<file path="src/hdl/trss_pkg.sv">
// Shared types and constants for the transmit retransmission slot scheduler.
// No dependencies.
package trss_pkg;

    localparam int SLOTS       = 8;
    localparam int SLOT_W      = $clog2(SLOTS);
    localparam int CNT_W       = $clog2(SLOTS + 1);
    localparam int ID_BITS     = 8;
    localparam int HANDLE_BITS = 16;
    localparam int LEN_BITS    = 16;
    localparam int SEQ_BITS    = 8;
    localparam int RETRY_BITS  = 8;
    localparam logic [SEQ_BITS-1:0]   OLDEST_NONE = 8'd255;
    localparam logic [RETRY_BITS-1:0] RETRY_MAX   = 8'd255;

    localparam logic [2:0] OP_ADD       = 3'd0;
    localparam logic [2:0] OP_SERVICE   = 3'd1;
    localparam logic [2:0] OP_FREE_ID   = 3'd2;
    localparam logic [2:0] OP_FREE_IDX  = 3'd3;
    localparam logic [2:0] OP_FREE_ALL  = 3'd4;
    localparam logic [2:0] OP_SYNC      = 3'd5;

    localparam logic [2:0] ST_ADDED     = 3'd0;
    localparam logic [2:0] ST_FULL      = 3'd1;
    localparam logic [2:0] ST_SENT      = 3'd2;
    localparam logic [2:0] ST_NOTHING   = 3'd3;
    localparam logic [2:0] ST_NO_TASK   = 3'd4;
    localparam logic [2:0] ST_DELAY     = 3'd5;
    localparam logic [2:0] ST_FREE_DONE = 3'd6;

    localparam logic [1:0] FR_NONE      = 2'd0;
    localparam logic [1:0] FR_LINK_DONE = 2'd1;
    localparam logic [1:0] FR_SINGLE    = 2'd2;
    localparam logic [1:0] FR_RETRIES   = 2'd3;

    localparam logic [1:0] CFG_INTERVAL = 2'd0;
    localparam logic [1:0] CFG_MAX_RETX = 2'd1;
    localparam logic [1:0] CFG_OLDEST   = 2'd2;

    typedef struct packed {
        logic [SEQ_BITS-1:0]    seq;
        logic [RETRY_BITS-1:0]  retries;
        logic [ID_BITS-1:0]     user_id;
        logic [HANDLE_BITS-1:0] handle;
        logic [LEN_BITS-1:0]    length;
        logic                   sent;
        logic                   retx;
        logic                   manual;
    } slot_rec_t;

endpackage

</file>
<file path="src/hdl/tx_retransmit_slot_scheduler.sv">
// Top level of the transmit retransmission slot scheduler: slot record memory,
// used bits and the sequencer for add, service, free and time sync.
// Depends on trss_pkg.
//
//   channel | handshake            | beat
//   --------+----------------------+------------------------------------------
//   in      | in_valid / in_stall  | op, now_time, msg_*, mode bits, index, done
//   out     | out_valid / out_stall| status, slot_out, send_*, reason, count
//   cfg     | cfg_valid / cfg_ready| cfg_index, cfg_data
//
// Add, free by index, free all and sync are decided in the exec state; service is
// too when the table is empty or in delay, else it picks and updates a slot, after a
// scan for the oldest slot when that mode is set; free by id scans every slot.
// Scans walk the single read port of the slot memory, one entry a cycle.
// Reset clears the used bits, counters and output; the memory needs no clear.
// A result waiting on out_stall holds the sequencer; the next beat is taken once
// the result sits in the output register.
module tx_retransmit_slot_scheduler (
    input  logic                                clk,
    input  logic                                rst_n,
    input  logic                                in_valid,
    output logic                                in_stall,
    input  logic [2:0]                          op,
    input  logic [31:0]                         now_time,
    input  logic [trss_pkg::HANDLE_BITS-1:0]    msg_handle,
    input  logic [trss_pkg::LEN_BITS-1:0]       msg_length,
    input  logic [trss_pkg::ID_BITS-1:0]        msg_id,
    input  logic                                retransmit,
    input  logic                                manual_clear,
    input  logic [trss_pkg::SLOT_W-1:0]         slot_index,
    input  logic                                transmit_done,
    output logic                                out_valid,
    input  logic                                out_stall,
    output logic [2:0]                          status,
    output logic [trss_pkg::SLOT_W-1:0]         slot_out,
    output logic [trss_pkg::HANDLE_BITS-1:0]    send_handle,
    output logic [trss_pkg::LEN_BITS-1:0]       send_length,
    output logic [trss_pkg::ID_BITS-1:0]        send_id,
    output logic [1:0]                          free_reason,
    output logic [trss_pkg::CNT_W-1:0]          freed_count,
    input  logic                                cfg_valid,
    output logic                                cfg_ready,
    input  logic [1:0]                          cfg_index,
    input  logic [31:0]                         cfg_data
);
    import trss_pkg::*;

    localparam logic [2:0] S_IDLE  = 3'd0;
    localparam logic [2:0] S_EXEC  = 3'd1;
    localparam logic [2:0] S_SCAN  = 3'd2;
    localparam logic [2:0] S_PICK  = 3'd3;
    localparam logic [2:0] S_MOD   = 3'd4;
    localparam logic [2:0] S_FIN   = 3'd5;

    logic [2:0] state_reg;

    logic [31:0]           interval_reg;
    logic [RETRY_BITS-1:0] max_retx_reg;
    logic                  oldest_reg;

    logic [SLOTS-1:0]    used_reg;
    logic [SEQ_BITS-1:0] seq_cnt_reg;
    logic [31:0]         last_time_reg;

    // latched input beat
    logic [2:0]             op_reg;
    logic [31:0]            now_reg;
    logic [HANDLE_BITS-1:0] handle_reg;
    logic [LEN_BITS-1:0]    length_reg;
    logic [ID_BITS-1:0]     id_reg;
    logic                   retx_reg;
    logic                   manual_reg;
    logic [SLOT_W-1:0]      index_reg;
    logic                   done_reg;

    // scan pipeline
    logic [CNT_W-1:0]    cnt_reg;
    logic                pv_reg;
    logic [SLOT_W-1:0]   pidx_reg;
    logic [SEQ_BITS-1:0] best_reg;
    logic [SLOT_W-1:0]   start_reg;
    logic [SLOT_W-1:0]   sel_reg;

    // pending result
    logic [2:0]             res_status_reg;
    logic [SLOT_W-1:0]      res_slot_reg;
    logic [HANDLE_BITS-1:0] res_handle_reg;
    logic [LEN_BITS-1:0]    res_length_reg;
    logic [ID_BITS-1:0]     res_id_reg;
    logic [1:0]             res_reason_reg;
    logic [CNT_W-1:0]       res_count_reg;

    logic                   out_valid_reg;
    logic [2:0]             out_status_reg;
    logic [SLOT_W-1:0]      out_slot_reg;
    logic [HANDLE_BITS-1:0] out_handle_reg;
    logic [LEN_BITS-1:0]    out_length_reg;
    logic [ID_BITS-1:0]     out_id_reg;
    logic [1:0]             out_reason_reg;
    logic [CNT_W-1:0]       out_count_reg;

    // slot record memory
    slot_rec_t         mem [SLOTS];
    slot_rec_t         rd_data_reg;
    logic [SLOT_W-1:0] rd_addr;
    logic              mem_we;
    logic [SLOT_W-1:0] mem_wa;
    slot_rec_t         mem_wd;

    logic              in_acc;
    logic              free_found;
    logic [SLOT_W-1:0] free_idx;
    logic              pick_found;
    logic [SLOT_W-1:0] pick_idx;
    logic [CNT_W-1:0]  used_pop;
    logic              used_empty;
    logic              sendable;
    logic [RETRY_BITS-1:0] retries_next;
    logic [1:0]        reason_next;
    logic              out_free;

    assign in_acc     = in_valid && !in_stall;
    assign in_stall   = (state_reg != S_IDLE);
    assign cfg_ready  = 1'b1;
    assign used_empty = (used_reg == '0);
    assign out_free   = !out_valid_reg || !out_stall;

    always_comb
    begin
        free_found = 1'b0;
        free_idx   = '0;
        for (int i = SLOTS - 1; i >= 0; i--)
        begin
            if (!used_reg[i])
            begin
                free_found = 1'b1;
                free_idx   = SLOT_W'(i);
            end
        end
    end

    always_comb
    begin
        pick_found = 1'b0;
        pick_idx   = '0;
        for (int i = SLOTS - 1; i >= 0; i--)
        begin
            if (used_reg[i] && (SLOT_W'(i) >= start_reg))
            begin
                pick_found = 1'b1;
                pick_idx   = SLOT_W'(i);
            end
        end
    end

    always_comb
    begin
        used_pop = '0;
        for (int i = 0; i < SLOTS; i++)
        begin
            used_pop = used_pop + CNT_W'(used_reg[i]);
        end
    end

    // service decision on the record just read
    always_comb
    begin
        sendable     = !rd_data_reg.sent || rd_data_reg.retx;
        retries_next = rd_data_reg.retries;
        reason_next  = FR_NONE;
        if (sendable)
        begin
            if (rd_data_reg.retries != RETRY_MAX)
            begin
                retries_next = rd_data_reg.retries + 1'b1;
            end
            if (done_reg)
            begin
                reason_next = FR_LINK_DONE;
            end
        end
        if (reason_next == FR_NONE && !rd_data_reg.manual)
        begin
            if (!rd_data_reg.retx)
            begin
                reason_next = FR_SINGLE;
            end
            else if (retries_next > max_retx_reg)
            begin
                reason_next = FR_RETRIES;
            end
        end
    end

    always_comb
    begin
        rd_addr = sel_reg;
        if (state_reg == S_SCAN)
        begin
            rd_addr = cnt_reg[SLOT_W-1:0];
        end
        else if (state_reg == S_PICK)
        begin
            rd_addr = pick_idx;
        end
    end

    always_comb
    begin
        mem_we = 1'b0;
        mem_wa = sel_reg;
        mem_wd = rd_data_reg;
        if (state_reg == S_EXEC && op_reg == OP_ADD && free_found)
        begin
            mem_we         = 1'b1;
            mem_wa         = free_idx;
            mem_wd.seq     = used_empty ? '0 : seq_cnt_reg;
            mem_wd.retries = '0;
            mem_wd.user_id = id_reg;
            mem_wd.handle  = handle_reg;
            mem_wd.length  = length_reg;
            mem_wd.sent    = 1'b0;
            mem_wd.retx    = retx_reg;
            mem_wd.manual  = manual_reg;
        end
        else if (state_reg == S_MOD)
        begin
            mem_we         = 1'b1;
            mem_wd.sent    = rd_data_reg.sent || sendable;
            mem_wd.retries = retries_next;
        end
    end

    always_ff @(posedge clk)
    begin
        if (mem_we)
        begin
            mem[mem_wa] <= mem_wd;
        end
        rd_data_reg <= mem[rd_addr];
    end

    always_ff @(posedge clk or negedge rst_n)
    begin
        if (!rst_n)
        begin
            interval_reg <= '0;
            max_retx_reg <= 8'd3;
            oldest_reg   <= 1'b0;
        end
        else if (cfg_valid && cfg_ready)
        begin
            case (cfg_index)
                CFG_INTERVAL: interval_reg <= cfg_data;
                CFG_MAX_RETX: max_retx_reg <= cfg_data[RETRY_BITS-1:0];
                CFG_OLDEST:   oldest_reg   <= cfg_data[0];
                default:      ;
            endcase
        end
    end

    always_ff @(posedge clk)
    begin
        if (in_acc)
        begin
            op_reg     <= op;
            now_reg    <= now_time;
            handle_reg <= msg_handle;
            length_reg <= msg_length;
            id_reg     <= msg_id;
            retx_reg   <= retransmit;
            manual_reg <= manual_clear;
            index_reg  <= slot_index;
            done_reg   <= transmit_done;
        end
    end

    always_ff @(posedge clk or negedge rst_n)
    begin
        if (!rst_n)
        begin
            state_reg      <= S_IDLE;
            used_reg       <= '0;
            seq_cnt_reg    <= '0;
            last_time_reg  <= '0;
            cnt_reg        <= '0;
            pv_reg         <= 1'b0;
            pidx_reg       <= '0;
            best_reg       <= OLDEST_NONE;
            start_reg      <= '0;
            sel_reg        <= '0;
            res_status_reg <= ST_NO_TASK;
            res_slot_reg   <= '0;
            res_handle_reg <= '0;
            res_length_reg <= '0;
            res_id_reg     <= '0;
            res_reason_reg <= FR_NONE;
            res_count_reg  <= '0;
            out_valid_reg  <= 1'b0;
            out_status_reg <= ST_NO_TASK;
            out_slot_reg   <= '0;
            out_handle_reg <= '0;
            out_length_reg <= '0;
            out_id_reg     <= '0;
            out_reason_reg <= FR_NONE;
            out_count_reg  <= '0;
        end
        else
        begin
            if (out_valid_reg && !out_stall && state_reg != S_FIN)
            begin
                out_valid_reg <= 1'b0;
            end

            case (state_reg)
                S_IDLE:
                begin
                    if (in_acc)
                    begin
                        res_status_reg <= ST_NO_TASK;
                        res_slot_reg   <= '0;
                        res_handle_reg <= '0;
                        res_length_reg <= '0;
                        res_id_reg     <= '0;
                        res_reason_reg <= FR_NONE;
                        res_count_reg  <= '0;
                        cnt_reg        <= '0;
                        pv_reg         <= 1'b0;
                        best_reg       <= OLDEST_NONE;
                        start_reg      <= '0;
                        state_reg      <= S_EXEC;
                    end
                end

                S_EXEC:
                begin
                    case (op_reg)
                        OP_ADD:
                        begin
                            state_reg <= S_FIN;
                            if (free_found)
                            begin
                                used_reg[free_idx] <= 1'b1;
                                seq_cnt_reg    <= (used_empty ? '0 : seq_cnt_reg) + 1'b1;
                                res_status_reg <= ST_ADDED;
                                res_slot_reg   <= free_idx;
                            end
                            else
                            begin
                                res_status_reg <= ST_FULL;
                            end
                        end
                        OP_SERVICE:
                        begin
                            if (used_empty)
                            begin
                                res_status_reg <= ST_NO_TASK;
                                state_reg      <= S_FIN;
                            end
                            else if ((now_reg - last_time_reg) < interval_reg)
                            begin
                                res_status_reg <= ST_DELAY;
                                state_reg      <= S_FIN;
                            end
                            else
                            begin
                                last_time_reg <= now_reg;
                                state_reg     <= oldest_reg ? S_SCAN : S_PICK;
                            end
                        end
                        OP_FREE_ID:
                        begin
                            res_status_reg <= ST_FREE_DONE;
                            state_reg      <= S_SCAN;
                        end
                        OP_FREE_IDX:
                        begin
                            res_status_reg <= ST_FREE_DONE;
                            res_slot_reg   <= index_reg;
                            res_count_reg  <= CNT_W'(used_reg[index_reg]);
                            used_reg[index_reg] <= 1'b0;
                            state_reg      <= S_FIN;
                        end
                        OP_FREE_ALL:
                        begin
                            res_status_reg <= ST_FREE_DONE;
                            res_count_reg  <= used_pop;
                            used_reg       <= '0;
                            state_reg      <= S_FIN;
                        end
                        OP_SYNC:
                        begin
                            res_status_reg <= ST_FREE_DONE;
                            last_time_reg  <= now_reg;
                            state_reg      <= S_FIN;
                        end
                        default:
                        begin
                            res_status_reg <= ST_NO_TASK;
                            state_reg      <= S_FIN;
                        end
                    endcase
                end

                S_SCAN:
                begin
                    // issue one read a cycle, judge the entry read in the previous cycle
                    if (cnt_reg != CNT_W'(SLOTS))
                    begin
                        cnt_reg <= cnt_reg + 1'b1;
                    end
                    pv_reg   <= (cnt_reg != CNT_W'(SLOTS));
                    pidx_reg <= cnt_reg[SLOT_W-1:0];
                    if (pv_reg && used_reg[pidx_reg])
                    begin
                        if (op_reg == OP_FREE_ID)
                        begin
                            if (rd_data_reg.user_id == id_reg)
                            begin
                                used_reg[pidx_reg] <= 1'b0;
                                res_count_reg      <= res_count_reg + 1'b1;
                            end
                        end
                        else if (rd_data_reg.seq < best_reg)
                        begin
                            best_reg  <= rd_data_reg.seq;
                            start_reg <= pidx_reg;
                        end
                    end
                    if (cnt_reg == CNT_W'(SLOTS) && !pv_reg)
                    begin
                        state_reg <= (op_reg == OP_FREE_ID) ? S_FIN : S_PICK;
                    end
                end

                S_PICK:
                begin
                    if (pick_found)
                    begin
                        sel_reg      <= pick_idx;
                        res_slot_reg <= pick_idx;
                        state_reg    <= S_MOD;
                    end
                    else
                    begin
                        res_status_reg <= ST_NOTHING;
                        state_reg      <= S_FIN;
                    end
                end

                S_MOD:
                begin
                    res_status_reg <= sendable ? ST_SENT : ST_NOTHING;
                    if (sendable)
                    begin
                        res_handle_reg <= rd_data_reg.handle;
                        res_length_reg <= rd_data_reg.length;
                        res_id_reg     <= rd_data_reg.user_id;
                    end
                    res_reason_reg <= reason_next;
                    if (reason_next != FR_NONE)
                    begin
                        used_reg[sel_reg] <= 1'b0;
                        res_count_reg     <= CNT_W'(1);
                    end
                    state_reg <= S_FIN;
                end

                S_FIN:
                begin
                    if (out_free)
                    begin
                        out_valid_reg  <= 1'b1;
                        out_status_reg <= res_status_reg;
                        out_slot_reg   <= res_slot_reg;
                        out_handle_reg <= res_handle_reg;
                        out_length_reg <= res_length_reg;
                        out_id_reg     <= res_id_reg;
                        out_reason_reg <= res_reason_reg;
                        out_count_reg  <= res_count_reg;
                        state_reg      <= S_IDLE;
                    end
                end

                default:
                begin
                    state_reg <= S_IDLE;
                end
            endcase
        end
    end

    assign out_valid   = out_valid_reg;
    assign status      = out_status_reg;
    assign slot_out    = out_slot_reg;
    assign send_handle = out_handle_reg;
    assign send_length = out_length_reg;
    assign send_id     = out_id_reg;
    assign free_reason = out_reason_reg;
    assign freed_count = out_count_reg;

    a_fin_loads_out: assert property (@(posedge clk) disable iff (!rst_n)
        (state_reg == S_FIN && out_free) |=> out_valid_reg && state_reg == S_IDLE)
        else $error("result not moved to output register");

    a_no_write_in_scan: assert property (@(posedge clk) disable iff (!rst_n)
        (state_reg == S_SCAN) |-> !mem_we)
        else $error("memory write during scan");

    a_sent_has_reason_count: assert property (@(posedge clk) disable iff (!rst_n)
        (out_valid_reg && out_reason_reg != FR_NONE) |-> out_count_reg == CNT_W'(1))
        else $error("freed slot not counted");

    a_count_bounded: assert property (@(posedge clk) disable iff (!rst_n)
        out_valid_reg |-> out_count_reg <= CNT_W'(SLOTS))
        else $error("freed count beyond slot count");

endmodule

</file>
<file path="config.mk">
export PLATFORM = sky130hd
export DESIGN_NAME = tx_retransmit_slot_scheduler
export DESIGN_NICKNAME = d
export VERILOG_FILES = /design/src/hdl/trss_pkg.sv /design/src/hdl/tx_retransmit_slot_scheduler.sv
export SDC_FILE = /design/constraint.sdc
export NUM_CORES = 1
export LEC_CHECK = 0
export BUFFER_PORTS_ARGS = -buffer_cell sky130_fd_sc_hd__buf_2
export CORE_ASPECT_RATIO = 0.7
export CORE_MARGIN = 2
export CORE_UTILIZATION = 48
export CTS_CLUSTER_DIAMETER = 150
export DETAILED_ROUTE_END_ITERATION = 7
export GPL_ROUTABILITY_DRIVEN = 0
export MAX_ROUTING_LAYER = met4
export PLACE_DENSITY_LB_ADDON = 0.2
export SLEW_MARGIN = 20
export SYNTH_ARGS = -nofsm -noshare
export SYNTH_HDL_FRONTEND = slang
export SYNTH_SLANG_ARGS = --single-unit
</file>
<file path="constraint.sdc">
create_clock -name clk -period 12.5 [get_ports clk]
set_input_delay 0.625 -clock clk [delete_from_list [all_inputs] [get_ports clk]]
set_output_delay 0.625 -clock clk [all_outputs]
set_load 0.02 [all_outputs]
</file>
---- After elaboration in Yosys (flattened, before gate mapping) ----
Memory sizes are Yosys's and may differ from the RTL's. A register that Yosys moved wholly into a read port is not among the register bits.
Index checks and enable logic that the tools add are counted.
cells by class
  add/sub/neg operators ................... 12
  $lt $le $gt $ge ......................... 19
  equality and inequality tests ........... 37
  mux-type cells .......................... 132
  bitwise gates (word level) .............. 7
  reductions and logical operators ........ 61
operator list
  kind                                                                          number
  8-bit 2-to-1 mux                                                              17
  3-bit 2-to-1 mux                                                              35
  32-bit 2-to-1 mux                                                             2
  16-bit one-hot mux with 2 select lines                                        2
  32-bit one-hot mux with 2 select lines                                        1
  16-bit 2-to-1 mux                                                             3
  8-bit one-hot mux with 3 select lines                                         2
  40-bit 2-to-1 mux                                                             1
  1-bit 2-to-1 mux                                                              38
  32-bit less-than comparator                                                   1
  8-bit one-hot mux with 2 select lines                                         2
  32-bit subtractor                                                             1
  8-bit AND                                                                     3
  4-bit 2-to-1 mux                                                              6
  8-bit NOT                                                                     3
  1-bit logical AND                                                             20
  3-bit one-hot mux with 2 select lines                                         3
  3-bit one-hot mux with 3 select lines                                         2
  3-bit one-hot mux with 6 select lines                                         1
  4-bit by 1-bit adder with 4-bit output                                        4
  8-bit by 1-bit adder with 8-bit output, second input constant                 2
  3-bit by 4-bit less-than comparator with 1-bit output, second input constant  4
  2-bit inequality test, second input constant                                  8
  4-bit one-hot mux with 2 select lines                                         2
  other kinds (45)                                                              105
word-level totals
  register bits after elaboration ......... 300
  bits in writable memories ............... 472
  output and inout bits ................... 55
  word-level logic and storage cells ...... 306
  memories ................................ 1
memories
  memory  depth  width  rd ports  clocked after memory_dff  wr ports  line                                 source
  mem     8      59     1         1                         1         tx_retransmit_slot_scheduler.sv:103  slot_rec_t mem [SLOTS];

---- Longest topological paths before layout ----
Gate-level depths: netlist of the first run.
  depth in word-level cells ............... 16
  mapped depth ............................ 24
  gate-level depth less buffers ........... 23

---- Worst setup path before layout of the first run ----
Ideal clock, no wire load.
  path type ............................... reg2reg
  start point ............................. register state_reg[0]
  end point ............................... memory mem[0][0] in the netlist's numbering (enable)
  library setup time ...................... 0.476 ns
  arrival ................................. 4.233 ns
  required time ........................... 12.024 ns
  setup slack ............................. 7.791 ns
  stages on the path, launching flop included .. 11
  path buffers ............................ 2
  period minus slack after synthesis ...... 4.709 ns
  cell sequence ........................... dfrtp_1 -> nor2b_1 -> nand2b_1 -> buf_2 -> nand2b_1 -> nor2_1 -> nand2_1 -> clkbuf_1 -> o22ai_1 -> nand2_1 -> nor2_1
between the ends
  longest elaborated chain between the ends .. 6
  elaborated cells on any way between the ends .. 9
  those cells by class .................... eq/ne: 2; mux: 5; reduce/logical: 2
ends and longest elaborated chain
  item                                      line                                 source
  start: declaration                        tx_retransmit_slot_scheduler.sv:55   logic [2:0] state_reg;
  start signal: assignment                  tx_retransmit_slot_scheduler.sv:368  state_reg <= oldest_reg ? S_SCAN : S_PICK;
  start signal: assignment                  tx_retransmit_slot_scheduler.sv:432  state_reg <= (op_reg == OP_FREE_ID) ? S_FIN : S_PICK;
  3-bit by 1-bit == test with 1-bit output  tx_retransmit_slot_scheduler.sv:213  if (state_reg == S_EXEC && op_reg == OP_ADD && free_found)
  1-bit logical AND (2 in a row)            tx_retransmit_slot_scheduler.sv:213
  1-bit 2-to-1 mux                          tx_retransmit_slot_scheduler.sv:213
  1-bit 2-to-1 mux                          tx_retransmit_slot_scheduler.sv:236  if (mem_we)
  1-bit 2-to-1 mux (implied by the code)    tx_retransmit_slot_scheduler.sv:238  mem[mem_wa] <= mem_wd;
  end: declaration                          tx_retransmit_slot_scheduler.sv:103
Several ways; a longest one is shown, not always the timed one.

---- Worst setup path in the final report of the first run ----
  start point ............................. register now_reg[0]
  end point ............................... register last_time_reg[8]
between the ends
  longest elaborated chain between the ends .. 4
ends and longest elaborated chain
  item                                    line                                 source
  start: declaration                      tx_retransmit_slot_scheduler.sv:67   logic [31:0] now_reg;
  start signal: assignment                tx_retransmit_slot_scheduler.sv:267  now_reg <= now_time;
  32-bit subtractor                       tx_retransmit_slot_scheduler.sv:360  else if ((now_reg - last_time_reg) < interval_reg)
  32-bit less-than comparator             tx_retransmit_slot_scheduler.sv:360
  2-bit inequality test (no source line)  n/a
  4-bit AND reduction (no source line)    n/a
  end signal: assignment                  tx_retransmit_slot_scheduler.sv:367  last_time_reg <= now_reg;
  end signal: assignment                  tx_retransmit_slot_scheduler.sv:394  last_time_reg <= now_reg;
  end: declaration                        tx_retransmit_slot_scheduler.sv:63   logic [31:0] last_time_reg;
Every way passes these cells.
A chain may end at the register's enable or synchronous reset.

==> tab_implementation.tex, run 1 <==
\begin{tabular}{lr}
\hline
Metric & Value \\
\hline
\multicolumn{2}{l}{\textbf{Status}} \\
Run status & finished clean \\
\multicolumn{2}{l}{\textbf{Timing}} \\
TNS Setup & 0 ps \\
Final Critical Period & 5830 ps \\
Hold violation total from the final report & 0 \\
Maximum achievable frequency & roughly 170 MHz \\
Worst-margin pin slew & 1160 ps \\
Setup repair after global routing missed its margin & false \\
Relative slew slack & 22.6\% \\
Number of max-slew violations in the final report & 0 \\
Ratio of final minimum period to clock period & 46.6\% \\
Layout Skew & about 28 ps \\
Setup Viol. Count Final & 0 \\
\multicolumn{2}{l}{\textbf{Global routing}} \\
GRT Util Overall & around 25\% \\
Vias in the first global route & 26000 \\
First-pass GRT wire length & 149000 µm \\
Residual overflow from global routing & 0 \\
Initial antenna violation count & 0 \\
Maximum number of pins on one net before global-route repair & 155 \\
\multicolumn{2}{l}{\textbf{Cells and area}} \\
Leading cell types in the layout, fill and taps excluded & 553 x sky130\_fd\_sc\_hd\_\_edfxtp\_1, 489 x sky130\_fd\_sc\_hd\_\_nand2\_1, 207 x sky130\_fd\_sc\_hd\_\_dfrtp\_1, 172 x sky130\_fd\_sc\_hd\_\_buf\_2, 158 x sky130\_fd\_sc\_hd\_\_nand3\_1 \\
Layout net count & 3362 \\
Proportion of layout cells with a drive suffix above 1 & 15.7\% \\
Utilization after layout & between 50\% and 60\% \\
Most common library cell in the layout ignoring fill and taps & sky130\_fd\_sc\_hd\_\_edfxtp\_1 \\
Relative area change from synthesis to final layout & 11.6\% \\
Cell Count, Final, Fillers Out & roughly 4300 \\
Largest register FFs & between 400 and 500 \\
Number of diodes added for antenna fixing & 0 \\
\multicolumn{2}{l}{\textbf{Synth}} \\
Main synth FF type & sky130\_fd\_sc\_hd\_\_edfxtp\_1 \\
Avg Inst Size Synth & 12.2 µm² \\
Post-synthesis net count & between 3000 and 4000 \\
Count of distinct cell types in the synthesized netlist & 85 \\
Synth Warn \# & 0 \\
Syn Inst Count & 3063 \\
Fraction of registers with async set or reset after synthesis & 26.4\% \\
Sequential-to-total area share from yosys stat & roughly 62\% \\
Flop and latch count out of synthesis & just over 800 \\
Area of the mapped netlist & about 37000 µm² \\
Number of synthesized flops with an enable pin & 553 \\
\multicolumn{2}{l}{\textbf{Setup path}} \\
Capturing point of the worst reg2reg path & last\_time\_reg[8]\$\_DFFE\_PN0P\_ \\
Largest fanout of any net on the critical path & 32 \\
Instance count on the critical path & 23 \\
Buf+Inv Stages, Crit Path & 3 \\
Slowest stage cell, crit path & sky130\_fd\_sc\_hd\_\_a311oi\_2 \\
Startpoint of the worst setup timing path & now\_reg[0]\$\_DFFE\_PP\_ \\
Crit path arrival time & 6360 ps \\
Number of cells traversed by the worst register-to-register path & 23 \\
Longest individual stage delay on the worst path & 540 ps \\
CP Data Required Time & around 13000 ps \\
Launch instance of the worst register-to-register path & now\_reg[0]\$\_DFFE\_PP\_ \\
Worst setup SP type & register \\
Most frequent CP cell & sky130\_fd\_sc\_hd\_\_a21oi\_1 \\
Setup slack on the worst flop-to-flop path & approximately 6700 ps \\
Critical path type & reg -> reg \\
Family with the most delay on the worst path & compound AO/OA/AOI/OAI gates \\
Capture point of the critical path & last\_time\_reg[8]\$\_DFFE\_PN0P\_ \\
Cell-by-cell trace of the critical path & inv\_1 > ha\_1 > inv\_1 > fa\_1 > a21oi\_1 > nor2b\_1 > a311o\_1 > a22o\_1 > a31oi\_1 > o21ai\_1 > a311oi\_2 > o31ai\_1 > xor2\_1 > ha\_1 > a21o\_1 > a21oi\_1 > o21ai\_0 > a21oi\_1 > nor2\_1 > a41o\_1 > o21ai\_2 > buf\_4 > mux2\_2 \\
Worst Setup End Kind & register \\
\multicolumn{2}{l}{\textbf{Detailed routing}} \\
Total via count after detailed routing & about 26000 \\
Detailed-routing iteration count for the pre-antenna-repair pass & 6 \\
Drt first-iter violations & 2552 \\
Final Routed Wirelength & 95700 µm \\
Avg WL per Cell & approximately 22 µm \\
Routed via count divided by cell count & 6.05 \\
Remaining design rule violation count & 0 \\
Antenna-violating nets left & 0 \\
\multicolumn{2}{l}{\textbf{Power and ir drop}} \\
Leakage power & approximately 16 nW \\
Proportion of power drawn by combinational gates & 38.4\% \\
IR Drop Worst-Case VDD & 0.000177 V \\
Total internal power & 6.71 mW \\
Cell Pwr Density & 258 nW/µm² \\
Clock network power share & 22.7\% \\
Flop pwr share & between 30\% and 40\% \\
Switching Fraction & 37.7\% \\
Power, Total & around 11 mW \\
Switching power & approximately 4.1 mW \\
\multicolumn{2}{l}{\textbf{Die}} \\
Core Area & 77100 µm² \\
Core Rows & 85 \\
Number of primary I/O pins & 175 \\
Die area & 80300 µm² \\
Die span in y & 238 µm \\
Width of the chip & 338 µm \\
Starting utilization of the core area & 48.6\% \\
\multicolumn{2}{l}{\textbf{Clock tree}} \\
Number of post-CTS setup repair buffers & 0 \\
CTS tree & done \\
CTS Hold Buffers Added & 1 \\
Sink Count & 831 \\
Clock H-tree levels & 3 \\
CTS Buffer Depth & 3 \\
Clock tree root driver cell & sky130\_fd\_sc\_hd\_\_clkbuf\_16 \\
Latest clock arrival within the worst-skew pair & 660 ps \\
PostCTS Resize Cnt & 0 \\
Clock slew at reported path FFs & 60 ps \\
CTS buffer count & 82 \\
\multicolumn{2}{l}{\textbf{Placement}} \\
Post-detail-place hpwl & 53500 µm \\
Port Buf Inserts & 173 \\
Placed instance count & 4109 \\
\multicolumn{2}{l}{\textbf{Min path}} \\
Worst hold path type & in -> reg \\
\multicolumn{2}{l}{\textbf{Job}} \\
Max-cap violations & 0 \\
\hline
\end{tabular}
## area by class of cell
class                   instances  area (µm²)
repair buffers                210        1170
fillers                      6356       35300
flip-flops and latches        831       23300
inverters                     114         430
multi-input cells            1911       13000
well taps                    1044        1310
clock inverters                33         348
clock buffers                 121        2310
## routing by layer
| metal | vias up | part of all wire (%) | track usage, % |
|---|---|---|---|
| li1 | 11700 | - | - |
| met3 | 175 | 6.5 | 3.89 |
| met2 | 1011 | 47 | 37.6 |
| met5 | - | 0 | - |
| met4 | 0 | 2.1 | 6.09 |
| met1 | 12900 | 45 | 34.5 |
## cell families after synthesis
| logic type | Yosys count | synth area share [%] |
|---|---|---|
| simple gates | 888 | 10.2 |
| flops | 831 | 62.1 |
| compound gates | 719 | 14.9 |
| buf+inv | 321 | 3.67 |
| mux | 169 | 4.90 |
| fa+ha+maj | 92 | 3.17 |
| xor+xnor | 42 | 0.982 |
| other cells | 1 | 0.0100 |
## through the flow
step / area (µm²) / hold WS [ps] / setup slack [ps]
2_1_floorplan: 37500 / 329 / 7790
6_report: 41800 / 141 / 6670
3_3_place_gp: 39200 / 467 / 6880
5_1_grt: 41800 / 113 / 6300
4_1_cts: 41800 / 105 / 6730
3_5_place_dp: 39200 / 470 / 6750
## synth_stat cells (all sizes together), types with 5 or more instances
cell,count,area (µm²)
buf,73,445
ha,87,1090
a211oi,9,67.6
dfrtp,207,5180
a22o,44,385
a31o,59,517
o22a,9,78.8
xor2,19,166
fa,5,100
a221oi,178,1830
nor2,138,523
a31oi,72,450
mux2,105,1180
nand2,492,1850
dfxtp,59,1180
nand3,158,791
and3,6,37.5
clkbuf,134,503
xnor2,23,201
nand3b,8,60.1
o21ai,94,482
nand2b,12,75.1
o22ai,8,50.1
inv,114,428
nor4,10,77.6
dfstp,12,315
a21oi,81,413
o211ai,67,503
mux2i,63,631
a21o,36,272
nor3,17,85.1
o21a,15,113
nor3b,7,52.6
nor2b,8,50.1
edfxtp,553,16600
nand4,12,75.1
and2,9,56.3
o31ai,8,65.1
## power groups by stage
stage	Clock (mW)	Sequential [mW]	Combinational, mW
CTS	2.49	4.18	4.13
global placement	0	4.20	3.97
finish	2.45	4.19	4.14
detailed placement	0	4.23	4.11
floorplan	0	4.18	2.94
global route	2.61	4.24	4.56
## how the worst min path moves through the flow
stage                                  startpoint                              to  slack (ps)  depth (start not counted)
after floorplan                             rst_n          cnt_reg[0]$_DFFE_PN0P_         330                          0
final                                       op[0]             op_reg[0]$_DFFE_PP_         140                          1
after detailed placement  rd_data_reg[12]$_DFF_P_   res_length_reg[9]$_DFFE_PN0P_         470                          1
after global placement    rd_data_reg[34]$_DFF_P_  res_handle_reg[15]$_DFFE_PN0P_         470                          1
after global routing                msg_handle[3]         handle_reg[3]$_DFFE_PP_         110                          1
after CTS                           msg_handle[3]         handle_reg[3]$_DFFE_PP_         100                          1
(Power assumes the default switching activity.)
==> inputs of run 2 (changes only) <==
- clock period: 12.5 -> 5.53 ns (I/O delays scaled with it)
==> run 2 against run 1 <==
Against the previous run: fmax rose by 10%; sequential power rose by 130%; clock power rose by 130%; cell count rose by 2.9%.
==> tab_implementation.tex, run 2 (synthesized netlist as in run 1, its figures left out) <==
\begin{tabular}{lr}
\hline
Metric & Value \\
\hline
\multicolumn{2}{l}{\textbf{Die}} \\
Number of primary I/O pins & 175 (unchanged) \\
Core Area & 77100 µm² (unchanged) \\
Die span in y & 238 µm (unchanged) \\
Starting utilization of the core area & 48.6\% (unchanged) \\
Core Rows & 85 (unchanged) \\
Die area & 80300 µm² (unchanged) \\
Width of the chip & 338 µm (unchanged) \\
\multicolumn{2}{l}{\textbf{Power and ir drop}} \\
IR Drop Worst-Case VDD & 0.000620 V (+250\%) \\
Total internal power & 15.5 mW (+130\%) \\
Cell Pwr Density & 571 nW/µm² (+120\%) \\
Proportion of power drawn by combinational gates & 39.0\% (+0.6 points) \\
Switching power & 9.28 mW (+130\%) \\
Power, Total & 24.8 mW (+130\%) \\
Switching Fraction & 37.5\% (-0.18 points) \\
Leakage power & 17.0 nW (+3.8\%) \\
Flop pwr share & 38.2\% (-0.6 points) \\
Clock network power share & 22.8\% (about the same) \\
\multicolumn{2}{l}{\textbf{Setup path}} \\
Buf+Inv Stages, Crit Path & 5 (+2) \\
Capturing point of the worst reg2reg path & last\_time\_reg[13]\$\_DFFE\_PN0P\_ \\
Crit path arrival time & 5810 ps (-550 ps) \\
Longest individual stage delay on the worst path & 410 ps (-130 ps) \\
Worst setup SP type & register \\
CP Data Required Time & 6040 ps (-6990 ps) \\
Setup slack on the worst flop-to-flop path & 230 ps (-6440 ps) \\
Critical path type & reg -> reg \\
Worst Setup End Kind & register \\
Family with the most delay on the worst path & compound AO/OA/AOI/OAI gates \\
Largest fanout of any net on the critical path & 8 (-75\%) \\
Number of cells traversed by the worst register-to-register path & 25 (+8.7\%) \\
Slowest stage cell, crit path & sky130\_fd\_sc\_hd\_\_fa\_1 \\
Launch instance of the worst register-to-register path & now\_reg[0]\$\_DFFE\_PP\_ \\
\multicolumn{2}{l}{\textbf{Detailed routing}} \\
Routed via count divided by cell count & 6.02 (-0.55\%) \\
Avg WL per Cell & 22.4 µm (-0.17\%) \\
Total via count after detailed routing & 26400 (+2.4\%) \\
Remaining design rule violation count & 0 (unchanged) \\
Final Routed Wirelength & 98300 µm (+2.8\%) \\
Antenna-violating nets left & 0 (unchanged) \\
Detailed-routing iteration count for the pre-antenna-repair pass & 5 (-1) \\
Drt first-iter violations & 2661 (+4.3\%) \\
\multicolumn{2}{l}{\textbf{Cells and area}} \\
Largest register FFs & 472 (unchanged) \\
Leading cell types in the layout, fill and taps excluded & 553 x sky130\_fd\_sc\_hd\_\_edfxtp\_1, 489 x sky130\_fd\_sc\_hd\_\_nand2\_1, 207 x sky130\_fd\_sc\_hd\_\_dfrtp\_1, 172 x sky130\_fd\_sc\_hd\_\_buf\_2, 158 x sky130\_fd\_sc\_hd\_\_nand3\_1 \\
Cell Count, Final, Fillers Out & 4389 (+2.9\%) \\
Relative area change from synthesis to final layout & 15.8\% \\
Most common library cell in the layout ignoring fill and taps & sky130\_fd\_sc\_hd\_\_edfxtp\_1 \\
Utilization after layout & 56.2\% (+2.0 points) \\
Fin area & 43400 µm² (+3.7\%) \\
Proportion of layout cells with a drive suffix above 1 & 15.8\% (+0.049 points) \\
Layout net count & 3488 (+3.7\%) \\
\multicolumn{2}{l}{\textbf{Min path}} \\
Worst Hold End & oldest\_reg\$\_DFFE\_PN0P\_ \\
Hold Path Depth & 3 (+2) \\
Worst hold path type & in -> reg \\
Source of the worst hold timing path & cfg\_valid \\
\multicolumn{2}{l}{\textbf{Clock tree}} \\
Sink Count & 831 (unchanged) \\
Latest clock arrival within the worst-skew pair & 650 ps (about the same) \\
Clock H-tree levels & 3 (unchanged) \\
CTS buffer count & 81 (-1.2\%) \\
Clock slew at reported path FFs & 60 ps (about the same) \\
Clock tree root driver cell & sky130\_fd\_sc\_hd\_\_clkbuf\_16 \\
CTS tree & done \\
CTS Buffer Depth & 3 (unchanged) \\
\multicolumn{2}{l}{\textbf{Global routing}} \\
Met1 Track Usage GR & 34.5\% (about the same) \\
Met3 track utilization from global routing & 4.17\% (+0.28 points) \\
Residual overflow from global routing & 0 (unchanged) \\
Maximum number of pins on one net before global-route repair & 120 (-23\%) \\
Vias in the first global route & 26500 (+2.2\%) \\
GRT Util Overall & 25.1\% (+0.48 points) \\
Initial antenna violation count & 1 (+1) \\
GR peak layer & met2 \\
Met2 demand-to-capacity share in global routing & 37.9\% (+0.35 points) \\
First-pass GRT wire length & 152000 µm (+1.8\%) \\
\multicolumn{2}{l}{\textbf{Timing}} \\
Maximum achievable frequency & 189 MHz (+10\%) \\
Relative slew slack & 27.1\% (+4.5 points) \\
Final Critical Period & 5300 ps (-529 ps) \\
Layout Skew & 24.5 ps (-3.98 ps) \\
Setup ws final & 233 ps (-6440 ps) \\
Setup Viol. Count Final & 0 (unchanged) \\
TNS Setup & 0 ps (unchanged) \\
Number of max-slew violations in the final report & 0 (unchanged) \\
Worst hold-check slack & 52.1 ps (-88.8 ps) \\
Ratio of final minimum period to clock period & 95.8\% (+49 points) \\
Worst-margin pin slew & 1090 ps (-68.1 ps) \\
Hold violation total from the final report & 0 (unchanged) \\
\multicolumn{2}{l}{\textbf{Placement}} \\
Pre-CTS setup slack & 219 ps (-6530 ps) \\
Placed instance count & 4116 (+0.17\%) \\
Post-detail-place hpwl & 54600 µm (+2.2\%) \\
DP Area & 39400 µm² (+0.58\%) \\
Port Buf Inserts & 173 (unchanged) \\
\multicolumn{2}{l}{\textbf{Status}} \\
Run status & finished clean \\
\multicolumn{2}{l}{\textbf{Job}} \\
Max-cap violations & 0 (unchanged) \\
\hline
\end{tabular}
[run 2: cell count changes in the layout (fill, tap and decap cells not counted), sizes merged, moves of 2 or more]
cell | before | now
inv | 119 | 117
dlygate4sd3 | 1 | 115
diode | 0 | 2
clkbuf | 121 | 117
clkinvlp | 2 | 4
buf | 209 | 221
[run 2: what timing repair did]
| item | CTS | global route |
|---|---|---|
| buffers inserted | 0 | 4 |
| setup endpoints to repair | 0 | 32 |
| hold buffers | 115 | 0 |
| resized for setup | 0 | 7 |
| endpoints found under the hold margin | 215 | 0 |
[run 2: power by group through the flow]
stage	Combinational, mW	Sequential, mW	Clock, mW
2_1_floorplan	6.65	9.45	0
3_3_place_gp	9.08	9.50	0
3_5_place_dp	9.39	9.56	0
4_1_cts	9.51	9.45	5.73
5_1_grt	10.6	9.60	5.98
6_report	9.66	9.46	5.63
[run 2: final cells by class]
type	instances	area, µm²
clock buffers	116	2360
repair buffers	337	2600
flip-flops and latches	831	23300
clock inverters	34	357
well taps	1044	1310
multi-input cells	1911	13000
diodes	2	5.00
fillers	6186	33700
inverters	114	430
[run 2: worst min-delay path: stages]
cell	delay (ps)
sky130_fd_sc_hd__buf_2	110
sky130_fd_sc_hd__nand3b_1	120
sky130_fd_sc_hd__mux2_2	160
[run 2: layer usage]
metal | routed length [µm] | vias to the layer above
met5 | 0 | -
met4 | 2780 | 0
met3 | 7670 | 200
met2 | 45200 | 1115
met1 | 42700 | 13200
li1 | - | 12000
[run 2: how the worst max path moves through the flow]
stage	depth (start not counted)	endpoint	from	slack, ps
finish	25	last_time_reg[13]$_DFFE_PN0P_	now_reg[0]$_DFFE_PP_	230
global placement	24	last_time_reg[7]$_DFFE_PN0P_	now_reg[0]$_DFFE_PP_	350
detailed placement	24	last_time_reg[4]$_DFFE_PN0P_	now_reg[0]$_DFFE_PP_	220
floorplan	10	mem[0][0]$_DFFE_PP_	state_reg[0]$_DFFE_PN0P_	820
CTS	24	last_time_reg[11]$_DFFE_PN0P_	now_reg[0]$_DFFE_PP_	160
global route	21	last_time_reg[22]$_DFFE_PN0P_	now_reg[1]$_DFFE_PP_	-10
